**config.mk**
```make
export PLATFORM = sky130hd
export DESIGN_NAME = heap_fit_strategy_search
export DESIGN_NICKNAME = d
export VERILOG_FILES = /design/src/rtl/hfs_pkg.sv /design/src/rtl/heap_fit_strategy_search.sv
export SDC_FILE = /design/constraint.sdc
export NUM_CORES = 2
export LEC_CHECK = 0
export BUFFER_PORTS_ARGS = -buffer_cell sky130_fd_sc_hd__buf_2
export CAP_MARGIN = 20
export CORE_MARGIN = 2
export CORE_UTILIZATION = 57
export CTS_BUF_LIST = sky130_fd_sc_hd__clkbuf_8 sky130_fd_sc_hd__clkbuf_16
export DETAILED_ROUTE_END_ITERATION = 6
export GPL_ROUTABILITY_DRIVEN = 0
export PLACE_DENSITY = 0.74
export SYNTH_ARGS = -nofsm -noshare
export SYNTH_HDL_FRONTEND = slang
export SYNTH_SLANG_ARGS = --single-unit
```
**constraint.sdc**
```tcl
create_clock -name i_clk -period 41.9 [get_ports i_clk]
set_input_delay 12.57 -clock i_clk [delete_from_list [all_inputs] [get_ports i_clk]]
set_output_delay 12.57 -clock i_clk [all_outputs]
set_load 0.05 [all_outputs]
```
**src/rtl/hfs_pkg.sv**
```systemverilog
package hfs_pkg;

    localparam int MAP_DEPTH = 1024;
    localparam int AW        = $clog2(MAP_DEPTH);   // map entry address
    localparam int CNT_W     = AW + 1;              // counts 0..MAP_DEPTH

    localparam int IDX_W     = 10;                  // map_index field
    localparam int SIZE_W    = 11;                  // request_size / use_size
    localparam int ADDR_W    = 16;                  // absolute addresses
    localparam int STRAT_W   = 2;
    localparam int CFG_IDX_W = 2;
    localparam int CFG_DW    = 16;
    localparam int S_DATA_W  = 24;                  // 22 bits of fields, byte padded
    localparam int M_DATA_W  = 16;

    localparam logic [STRAT_W-1:0] STRAT_FIRST = 2'd0;
    localparam logic [STRAT_W-1:0] STRAT_NEXT  = 2'd1;
    localparam logic [STRAT_W-1:0] STRAT_BEST  = 2'd2;
    localparam logic [STRAT_W-1:0] STRAT_WORST = 2'd3;

    localparam logic [CFG_IDX_W-1:0] CFG_STRATEGY  = 2'd0;
    localparam logic [CFG_IDX_W-1:0] CFG_USE_START = 2'd1;
    localparam logic [CFG_IDX_W-1:0] CFG_USE_SIZE  = 2'd2;

    localparam logic KIND_WRITE  = 1'b0;
    localparam logic KIND_SEARCH = 1'b1;

    typedef enum logic [3:0] {
        S_CLEAR  = 4'b0001,
        S_IDLE   = 4'b0010,
        S_SCAN   = 4'b0100,
        S_FINISH = 4'b1000
    } t_state;

endpackage

```
**src/rtl/heap_fit_strategy_search.sv**
```systemverilog
// Write beat: map entry written at the accept edge, no result; one item at a time.
// Search beat: reads one map entry per cycle (1-bit memory, registered read) over an area
//   of n = min(use_size, MAP_DEPTH) entries; first/next fit stop at a hit, a zero or oversized
//   size skips the scan, and a next fit miss past the pointer scans again from entry 0.
// A result may wait in the output register while the next item is taken.
// Sync active-low reset, then a pass clears all map entries with input tready held low.
module heap_fit_strategy_search (
    input  logic                           i_clk,
    input  logic                           i_rst_n,
    // config write channel
    input  logic                           i_cfg_valid,
    output logic                           o_cfg_ready,
    input  logic [hfs_pkg::CFG_IDX_W-1:0]  i_cfg_index,
    input  logic [hfs_pkg::CFG_DW-1:0]     i_cfg_data,
    // input stream
    input  logic                           s_axis_tvalid,
    output logic                           s_axis_tready,
    input  logic [hfs_pkg::S_DATA_W-1:0]   s_axis_tdata,  // [9:0] map_index, [10] used_flag,
                                                          // [21:11] request_size, [23:22] zero
    input  logic                           s_axis_tuser,  // [0] kind
    // result stream
    output logic                           m_axis_tvalid,
    input  logic                           m_axis_tready,
    output logic [hfs_pkg::M_DATA_W-1:0]   m_axis_tdata,  // [15:0] alloc_address
    output logic                           m_axis_tuser   // [0] found
);

    localparam int AW    = hfs_pkg::AW;
    localparam int CNT_W = hfs_pkg::CNT_W;

    // map memory
    logic                      r_map [hfs_pkg::MAP_DEPTH];
    logic                      r_rdata;
    logic                      mem_we;
    logic [AW-1:0]             mem_waddr;
    logic                      mem_wdata;

    // config
    logic [hfs_pkg::STRAT_W-1:0] r_strategy;
    logic [hfs_pkg::ADDR_W-1:0]  r_use_start;
    logic [hfs_pkg::SIZE_W-1:0]  r_use_size;

    // control and datapath
    hfs_pkg::t_state r_state, n_state;
    logic [AW-1:0]    r_clr, n_clr;
    logic [CNT_W-1:0] r_ptr, n_ptr;
    logic [CNT_W-1:0] r_iss, n_iss;       // next entry to read
    logic [CNT_W-1:0] r_pos, n_pos;       // entry whose data sits in r_rdata
    logic             r_dv, n_dv;
    logic             r_pass1, n_pass1;   // next fit, scan from the pointer
    logic [CNT_W-1:0] r_size, n_size;
    logic [CNT_W-1:0] r_count, n_count;
    logic [CNT_W-1:0] r_run_start, n_run_start;
    logic             r_have, n_have;
    logic [CNT_W-1:0] r_pick, n_pick;
    logic             r_res_found, n_res_found;
    logic [AW-1:0]    r_res_off, n_res_off;
    logic             r_out_valid, n_out_valid;
    logic             r_out_found, n_out_found;
    logic [hfs_pkg::ADDR_W-1:0] r_out_addr, n_out_addr;

    logic [CNT_W-1:0] area_len;
    logic             in_acc;
    logic [hfs_pkg::IDX_W-1:0]  in_index;
    logic                       in_used;
    logic [hfs_pkg::SIZE_W-1:0] in_size;
    logic             counting;
    logic             is_best;
    logic             last;
    logic [CNT_W-1:0] pos_p1;
    logic [CNT_W-1:0] cnt_inc;
    logic [CNT_W-1:0] start_cur;
    logic             run_end;
    logic [CNT_W-1:0] run_len;
    logic             qual;
    logic             hit;

    assign in_index = s_axis_tdata[9:0];
    assign in_used  = s_axis_tdata[10];
    assign in_size  = s_axis_tdata[21:11];

    assign o_cfg_ready   = 1'b1;
    assign s_axis_tready = (r_state == hfs_pkg::S_IDLE);
    assign in_acc        = s_axis_tvalid && s_axis_tready;
    assign m_axis_tvalid = r_out_valid;
    assign m_axis_tdata  = r_out_addr;
    assign m_axis_tuser  = r_out_found;

    assign area_len = (32'(r_use_size) > 32'(hfs_pkg::MAP_DEPTH)) ?
                      CNT_W'(hfs_pkg::MAP_DEPTH) : CNT_W'(r_use_size);

    // first and next fit count free entries; best and worst judge whole runs
    assign counting  = (r_strategy == hfs_pkg::STRAT_FIRST) ||
                       (r_strategy == hfs_pkg::STRAT_NEXT);
    assign is_best   = (r_strategy == hfs_pkg::STRAT_BEST);
    assign pos_p1    = r_pos + CNT_W'(1);
    assign last      = (pos_p1 == area_len);
    assign cnt_inc   = r_count + CNT_W'(1);
    assign start_cur = (r_count == '0) ? r_pos : r_run_start;
    assign hit       = !r_rdata && (cnt_inc == r_size);
    assign run_end   = (r_rdata && (r_count != '0)) || (!r_rdata && last);
    assign run_len   = r_rdata ? r_count : cnt_inc;
    assign qual      = run_end && (run_len >= r_size) &&
                       (!r_have || (is_best ? (run_len <= r_pick) : (run_len >= r_pick)));

    always_comb begin
        n_state     = r_state;
        n_clr       = r_clr;
        n_ptr       = r_ptr;
        n_iss       = r_iss;
        n_pos       = r_iss;
        n_dv        = 1'b0;
        n_pass1     = r_pass1;
        n_size      = r_size;
        n_count     = r_count;
        n_run_start = r_run_start;
        n_have      = r_have;
        n_pick      = r_pick;
        n_res_found = r_res_found;
        n_res_off   = r_res_off;
        n_out_valid = r_out_valid && !m_axis_tready;
        n_out_found = r_out_found;
        n_out_addr  = r_out_addr;
        mem_we      = 1'b0;
        mem_waddr   = r_clr;
        mem_wdata   = 1'b0;

        case (r_state)
            hfs_pkg::S_CLEAR: begin
                mem_we = 1'b1;
                n_clr  = r_clr + AW'(1);
                if (r_clr == AW'(hfs_pkg::MAP_DEPTH - 1)) begin
                    n_state = hfs_pkg::S_IDLE;
                end
            end
            hfs_pkg::S_IDLE: begin
                if (in_acc) begin
                    if (s_axis_tuser == hfs_pkg::KIND_WRITE) begin
                        if (32'(in_index) < 32'(hfs_pkg::MAP_DEPTH)) begin
                            mem_we    = 1'b1;
                            mem_waddr = AW'(in_index);
                            mem_wdata = in_used;
                        end
                    end else begin
                        n_size      = CNT_W'(in_size);
                        n_count     = '0;
                        n_have      = 1'b0;
                        n_pick      = '0;
                        n_res_found = 1'b0;
                        n_res_off   = '0;
                        if ((in_size == '0) || (32'(in_size) > 32'(area_len))) begin
                            n_state = hfs_pkg::S_FINISH;
                        end else begin
                            n_state = hfs_pkg::S_SCAN;
                            if ((r_strategy == hfs_pkg::STRAT_NEXT) && (r_ptr < area_len)) begin
                                n_iss   = r_ptr;
                                n_pass1 = 1'b1;
                            end else begin
                                n_iss   = '0;
                                n_pass1 = 1'b0;
                            end
                        end
                    end
                end
            end
            hfs_pkg::S_SCAN: begin
                n_dv = (r_iss < area_len);
                if (n_dv) begin
                    n_iss = r_iss + CNT_W'(1);
                end
                if (r_dv) begin
                    n_count = r_rdata ? '0 : cnt_inc;
                    if (!r_rdata && (r_count == '0)) begin
                        n_run_start = r_pos;
                    end
                    if (counting) begin
                        if (hit) begin
                            n_res_found = 1'b1;
                            n_res_off   = AW'(pos_p1 - r_size);
                            if (r_pass1) begin
                                n_ptr = pos_p1;
                            end
                            n_state = hfs_pkg::S_FINISH;
                            n_dv    = 1'b0;
                        end else if (last) begin
                            n_dv = 1'b0;
                            if (r_pass1) begin
                                // nothing after the pointer: first fit from the start
                                n_pass1 = 1'b0;
                                n_iss   = '0;
                                n_count = '0;
                            end else begin
                                n_state = hfs_pkg::S_FINISH;
                            end
                        end
                    end else begin
                        if (qual) begin
                            n_have    = 1'b1;
                            n_pick    = run_len;
                            n_res_off = AW'(start_cur);
                        end
                        if (last) begin
                            n_res_found = r_have || qual;
                            n_state     = hfs_pkg::S_FINISH;
                            n_dv        = 1'b0;
                        end
                    end
                end
            end
            hfs_pkg::S_FINISH: begin
                if (!r_out_valid || m_axis_tready) begin
                    n_out_valid = 1'b1;
                    n_out_found = r_res_found;
                    n_out_addr  = r_res_found ?
                                  (r_use_start + hfs_pkg::ADDR_W'(r_res_off)) : '0;
                    n_state     = hfs_pkg::S_IDLE;
                end
            end
            default: begin
                n_state = hfs_pkg::S_IDLE;
            end
        endcase
    end

    always_ff @(posedge i_clk) begin
        if (mem_we) begin
            r_map[mem_waddr] <= mem_wdata;
        end
        r_rdata <= r_map[r_iss[AW-1:0]];
    end

    always_ff @(posedge i_clk) begin
        if (!i_rst_n) begin
            r_state     <= hfs_pkg::S_CLEAR;
            r_clr       <= '0;
            r_ptr       <= '0;
            r_dv        <= 1'b0;
            r_pass1     <= 1'b0;
            r_out_valid <= 1'b0;
            r_strategy  <= hfs_pkg::STRAT_FIRST;
            r_use_start <= '0;
            r_use_size  <= hfs_pkg::SIZE_W'(1024);
        end else begin
            r_state     <= n_state;
            r_clr       <= n_clr;
            r_ptr       <= n_ptr;
            r_dv        <= n_dv;
            r_pass1     <= n_pass1;
            r_out_valid <= n_out_valid;
            if (i_cfg_valid && o_cfg_ready) begin
                case (i_cfg_index)
                    hfs_pkg::CFG_STRATEGY:  r_strategy  <= i_cfg_data[hfs_pkg::STRAT_W-1:0];
                    hfs_pkg::CFG_USE_START: r_use_start <= i_cfg_data[hfs_pkg::ADDR_W-1:0];
                    hfs_pkg::CFG_USE_SIZE:  r_use_size  <= i_cfg_data[hfs_pkg::SIZE_W-1:0];
                    default: ;
                endcase
            end
        end
    end

    always_ff @(posedge i_clk) begin
        r_iss       <= n_iss;
        r_pos       <= n_pos;
        r_size      <= n_size;
        r_count     <= n_count;
        r_run_start <= n_run_start;
        r_have      <= n_have;
        r_pick      <= n_pick;
        r_res_found <= n_res_found;
        r_res_off   <= n_res_off;
        r_out_found <= n_out_found;
        r_out_addr  <= n_out_addr;
    end

    a_notfound_zero: assert property (@(posedge i_clk) disable iff (!i_rst_n)
        (m_axis_tvalid && !m_axis_tuser) |-> (m_axis_tdata == '0))
        else $error("not-found result with nonzero address");

    a_pos_in_area: assert property (@(posedge i_clk) disable iff (!i_rst_n)
        (r_state == hfs_pkg::S_SCAN && r_dv) |-> (r_pos < area_len))
        else $error("scan processed an entry beyond the area");

    a_ptr_range: assert property (@(posedge i_clk) disable iff (!i_rst_n)
        32'(r_ptr) <= 32'(hfs_pkg::MAP_DEPTH))
        else $error("next fit pointer out of range");

    a_run_fits: assert property (@(posedge i_clk) disable iff (!i_rst_n)
        (r_state == hfs_pkg::S_FINISH && r_res_found) |->
        ((32'(r_res_off) + 32'(r_size)) <= 32'(area_len)))
        else $error("chosen run runs past the area end");

    a_result_hold: assert property (@(posedge i_clk) disable iff (!i_rst_n)
        (r_state == hfs_pkg::S_FINISH && r_out_valid && !m_axis_tready) |=>
        (r_state == hfs_pkg::S_FINISH))
        else $error("result lost while output beat stalled");

endmodule

```
## Word level (Yosys, flattened, before mapping)

Memory sizes are Yosys's and may differ from the RTL's. A register that Yosys moved wholly into a read port is not among the register bits.
Cells that the tools add are included.

- Register bits: 151
- Latch bits: 0
- RAM bits: 1024
- Bits in read-only memories: 0
- Bits of input ports: 48
- Memories: 1

- Add/subtract/negate cells: 6
- Multiply operators: 0
- Divide/modulo/power cells: 0
- $lt $le $gt $ge: 7
- Equality and inequality tests: 27
- Shifts and indexed selects: 0
- Mux-type cells: 84
- Bitwise gates (word level): 0
- Reductions and logical operators: 40

Memories:

| name | depth | bits a word | read ports | clocked after memory_dff | wr ports | line | text |
|---|---|---|---|---|---|---|---|
| r_map | 1024 | 1 | 1 | 1 | 1 | heap_fit_strategy_search.sv:32 | `logic r_map [hfs_pkg::MAP_DEPTH];` |

Operators by type and width:

| kind | number |
|---|---|
| $mux W11 | 23 |
| $mux W10 | 10 |
| $pmux W11 S2 | 3 |
| $mux W4 | 11 |
| $add A11 B1 Y11 const B | 3 |
| $mux W1 | 31 |
| $eq A11 B11 Y1 | 2 |
| $ge A11 B11 Y1 | 2 |
| $logic_not A11 Y1 | 2 |
| $lt A11 B11 Y1 | 2 |
| $pmux W10 S2 | 1 |
| $ne A2 B2 Y1 const B | 9 |
| $reduce_and A6 Y1 | 3 |
| $add A16 B10 Y16 | 1 |
| $pmux W4 S4 | 1 |
| $reduce_and A8 Y1 | 2 |
| $ne A3 B3 Y1 const B | 4 |
| $gt A11 B11 Y1 | 1 |
| $gt A11 B11 Y1 const B | 1 |
| $le A11 B11 Y1 | 1 |
| $reduce_bool A11 Y1 | 1 |
| $add A10 B1 Y10 const B | 1 |
| $eq A10 B10 Y1 const B | 1 |
| $reduce_and A2 Y1 | 5 |
| other kinds (18) | 43 |

## Logic depth before layout (Yosys ltp)

- Depth after elaboration: 12
- Gate-level depth with buffers: 14

## Worst setup path after synthesis

No wires, ideal clock.

- Path kind: input to register
- From: input port s_axis_tuser
- To: memory r_map[0] (data pin)
- Setup time: 4.948 ns
- Data arrival time: 36.590 ns
- Setup slack: 0.361 ns
- Cell stages on the path: 4
- Buffers on the path: 2
- Path through: nand3b_1 > buf_4 > buf_2 > nor2_1

- Cells in the longest elaborated chain, start to end: 3

Ends and longest elaborated chain:

| element | line | text |
|---|---|---|
| from (decl) | heap_fit_strategy_search.sv:20 | `input logic s_axis_tuser,` |
| $mux W1 | heap_fit_strategy_search.sv:138 | `if (s_axis_tuser == hfs_pkg::KIND_WRITE) begin` |
| $mux W1 | heap_fit_strategy_search.sv:137 | `if (in_acc) begin` |
| $mux W1 | heap_fit_strategy_search.sv:128 | `case (r_state)` |
| net mem_wdata | heap_fit_strategy_search.sv:36 | `logic mem_wdata;` |
| to (decl) | heap_fit_strategy_search.sv:32 |  |

The timed path passes the listed nets, and every way through them passes these cells.

## Final worst setup path

- From: input port s_axis_tuser
- To: memory r_map[428] (data pin)

Same word-level chain as after synthesis.

==> out/qor.txt <==
commonest cells after routing, fill and taps aside = nor2_1 (1120), edfxtp_1 (1107), mux4_2 (255)
die area = 0.0967 sq mm
VDD IR max = 0.0370 mV
FF+latch count, synth = 1176
fin crit period = 16.51 ns
CP Data Required Time = 42.23 ns
Yosys cell types = 90
Die H = 311 um
most used cell, CP = buf_4
worst hold path type = reg2reg
unrepaired setup endpoints after global routing = no
DR DRC count = 0
clock-pin slew on the worst setup and hold paths = 0.06 ns
non-filler instance count after layout = 5275
effective utilization at floorplan = 57.6%
largest net degree at the start of global routing = 291
# nets final = 4047
WL/cell = 26.1 um
status = complete, no violations
Clk pwr share = 41.3%
switching power = 566 uW
initial antenna violation count = 2
number of gates resized after CTS = 0
via count = 33514
Port Buf Inserts = 64
Longest Clk Path Bufs = 3
critical path's slowest cell = buf_4
Mapped Area = 0.0537 sq mm
WP data arrival = 16.84 ns
Net Sw Frac = 22.9%
cells along the critical path = buf_2, nand3b_1, buf_4, nor2_4, buf_12, buf_4, buf_12, buf_4
Final Skew = 0.0259 ns
CP startpoint kind = input port
CP max stage delay = 0.98 ns
Comb pwr share = 6.5%
worst-skew pair later-pin latency = 0.71 ns
fill count = 6818
# Post-CTS Setup Buffers = 0
critical path class = in2reg
CTS buffer count = 114
WL final = 137000 um
P_leak = 20.0 nW
CTS sink count = 1176
Post-Place Worst Slack = 24.77 ns
DR vias/cell = 6.35
post-route setup slack = 25.39 ns
GRT Total Usage = 28.2%
Buf+Inv Stages, Crit Path = 6
hold_buf cts = 0
# IOs = 68
remaining antenna violation count = 0
Final setup viols = 0
vias in the first global route = 32516
H-tree Lvls = 3
max_slew headroom = 16.9%
Starting DRT DRC Count = 4677
hpwl dp = 78200 um
fin crit share = 39.4%
number of max-cap violations = 0
layout cells sized above 1 = 16.2%
Mean Syn Cell Area = 13.5 sq um
Seq/Total Area, Yosys = 64.4%
CP Max Fanout = 290
Fmax = 60.6 MHz
Syn. warnings = 0
final slew viol count = 0
Hold Violations, Final = 0
most common cell after layout, fill and taps aside = nor2_1
Synth-to-Final Area Change = 9.64%
first-pass GRT wire length = 204000 um
Power Dens Cells = 42.0 mW/mm^2
syn_nets = 4099
top_reg_cell synth = edfxtp_1
Core ar. = 0.0933 sq mm
FP Rows = 112
delay-heaviest family, CP = buffers and inverters
TNS Setup = 0 ns
number of synthesized flops with an enable pin = 1107
Root Driver = clkbuf_16
gr ovfl total = 0
Internal = 1.91 mW
fraction of registers with async set/reset = 0%
CP endpoint kind = flop
part of the power in registers = 52.3%
CTS tree = done
DR pass1 iterations = 6
dpl cells = 5040
Worst Tran Pin Value = 1.25 ns
overall die width = 311 um
Post-Synthesis Cells = 3971
[area by class of cell]
type,instances,area [sq um],share of cell area [%]
clock inverter,95,749,1.27
sequential,1176,34600,58.8
clock buffer,120,2980,5.06
inverter,62,234,0.397
tap,1254,1570,2.66
multi-input combinational,2412,17400,29.6
antenna,3,7.51,0.0127
timing repair buffer,153,1340,2.27
[worst paths after layout]
path / start / to / slack [ns] / cells after the start
worst min-delay path: n_pos[1] / r_pos[1] / 0.44 / 0
worst max register to register: n_pos[0] / r_rdata / 36.17 / 11
worst min register to register: n_pos[1] / r_pos[1] / 0.44 / 0
worst max-delay path: s_axis_tuser / r_map[428] / 25.39 / 8
[per-layer routing]
layer  track usage (%)  vias up  share of wire (%)
met1              37.9    16892                 37
met5                 0        -              0.010
met4              10.9        2                4.1
met3              5.62      328                 11
met2              45.9     1882                 48
li1                  -    14410                  -
[state kept, by name, indices dropped and copies added (netlist names), 2 cells and up]
| name | count |
|---|---|
| r_size | 11 |
| r_count | 11 |
| r_pos | 11 |
| r_use_size | 11 |
| r_pick | 11 |
| m_axis_tdata | 16 |
| r_use_start | 16 |
| r_strategy | 2 |
| n_pos | 11 |
| r_map | 1024 |
| r_state | 4 |
| r_ptr | 11 |
| r_run_start | 10 |
| r_res_off | 10 |
| r_clr | 10 |
[through the flow]
stage / area (sq um) / hold slack [ns] / power [mW] / util [%]
after global placement: 54700 / 0.442 / 1.47 / 58.6
after CTS: 58500 / 0.444 / 2.48 / 62.7
after detailed placement: 54800 / 0.432 / 1.47 / 58.7
after floorplan: 53700 / 0.375 / 1.43 / -
final: 58900 / 0.442 / 2.47 / 63.1
after global routing: 58900 / 0.453 / 2.53 / 63.1
[synth_stat cells, types with 5 or more instances]
| cell | n | area [sq um] |
|---|---|---|
| a22o_1 | 7 | 61.3 |
| nand3_2 | 5 | 50.1 |
| nand2b_1 | 21 | 131 |
| nand4_1 | 21 | 131 |
| a211oi_1 | 19 | 143 |
| nor3_1 | 26 | 130 |
| o21bai_1 | 6 | 45.0 |
| buf_2 | 205 | 1030 |
| buf_1 | 11 | 41.3 |
| mux2_2 | 8 | 90.1 |
| buf_4 | 14 | 105 |
| a221oi_1 | 29 | 254 |
| nor3b_1 | 10 | 75.1 |
| inv_1 | 54 | 203 |
| nand3_1 | 55 | 275 |
| edfxtp_1 | 1107 | 33200 |
| buf_6 | 12 | 135 |
| mux2i_1 | 97 | 971 |
| or3_1 | 5 | 31.3 |
| ha_1 | 78 | 976 |
| and3_1 | 13 | 81.3 |
| mux4_2 | 255 | 5740 |
| clkbuf_1 | 79 | 297 |
| a21oi_1 | 62 | 310 |
| o21a_1 | 9 | 67.6 |
| o22ai_1 | 8 | 50.1 |
| nor2_1 | 1122 | 4210 |
| o21ai_1 | 24 | 120 |
| a21o_1 | 17 | 128 |
| inv_2 | 5 | 18.8 |
| dfxtp_1 | 69 | 1380 |
| and2_1 | 29 | 181 |
| nor2b_1 | 21 | 131 |
| xnor3_1 | 5 | 113 |
| xor2_1 | 21 | 184 |
| xnor2_1 | 44 | 385 |
| o21ai_0 | 53 | 265 |
| nand2_1 | 209 | 785 |
| nor4_1 | 11 | 68.8 |
| a31oi_1 | 19 | 119 |
| nand3b_1 | 9 | 67.6 |
| a22oi_1 | 24 | 180 |
[logic make-up (layout without fill, tap and decap cells)]
group | after synthesis | count (layout) | synth area share [%]
AO/OA/AOI/OAI | 316 | 316 | 3.94
XOR/XNOR | 73 | 73 | 1.36
adder cells (fa/ha/maj) | 80 | 80 | 1.89
buffers and inverters | 383 | 430 | 3.42
flip-flops | 1176 | 1176 | 64.4
multiplexers | 361 | 361 | 12.7
other | 1 | 4 | 0.00698
AND/OR/NAND/NOR | 1581 | 1581 | 12.3
[power groups by stage]
stage               Clock, mW  Sequential, mW  Combinational, mW
CTS                      1.03            1.29              0.157
global route             1.07            1.29              0.169
finish                   1.02            1.29              0.160
detailed placement          0            1.32              0.157
global placement            0            1.32              0.154
floorplan                   0            1.33             0.0937
Power figures use the tool's default switching activity.
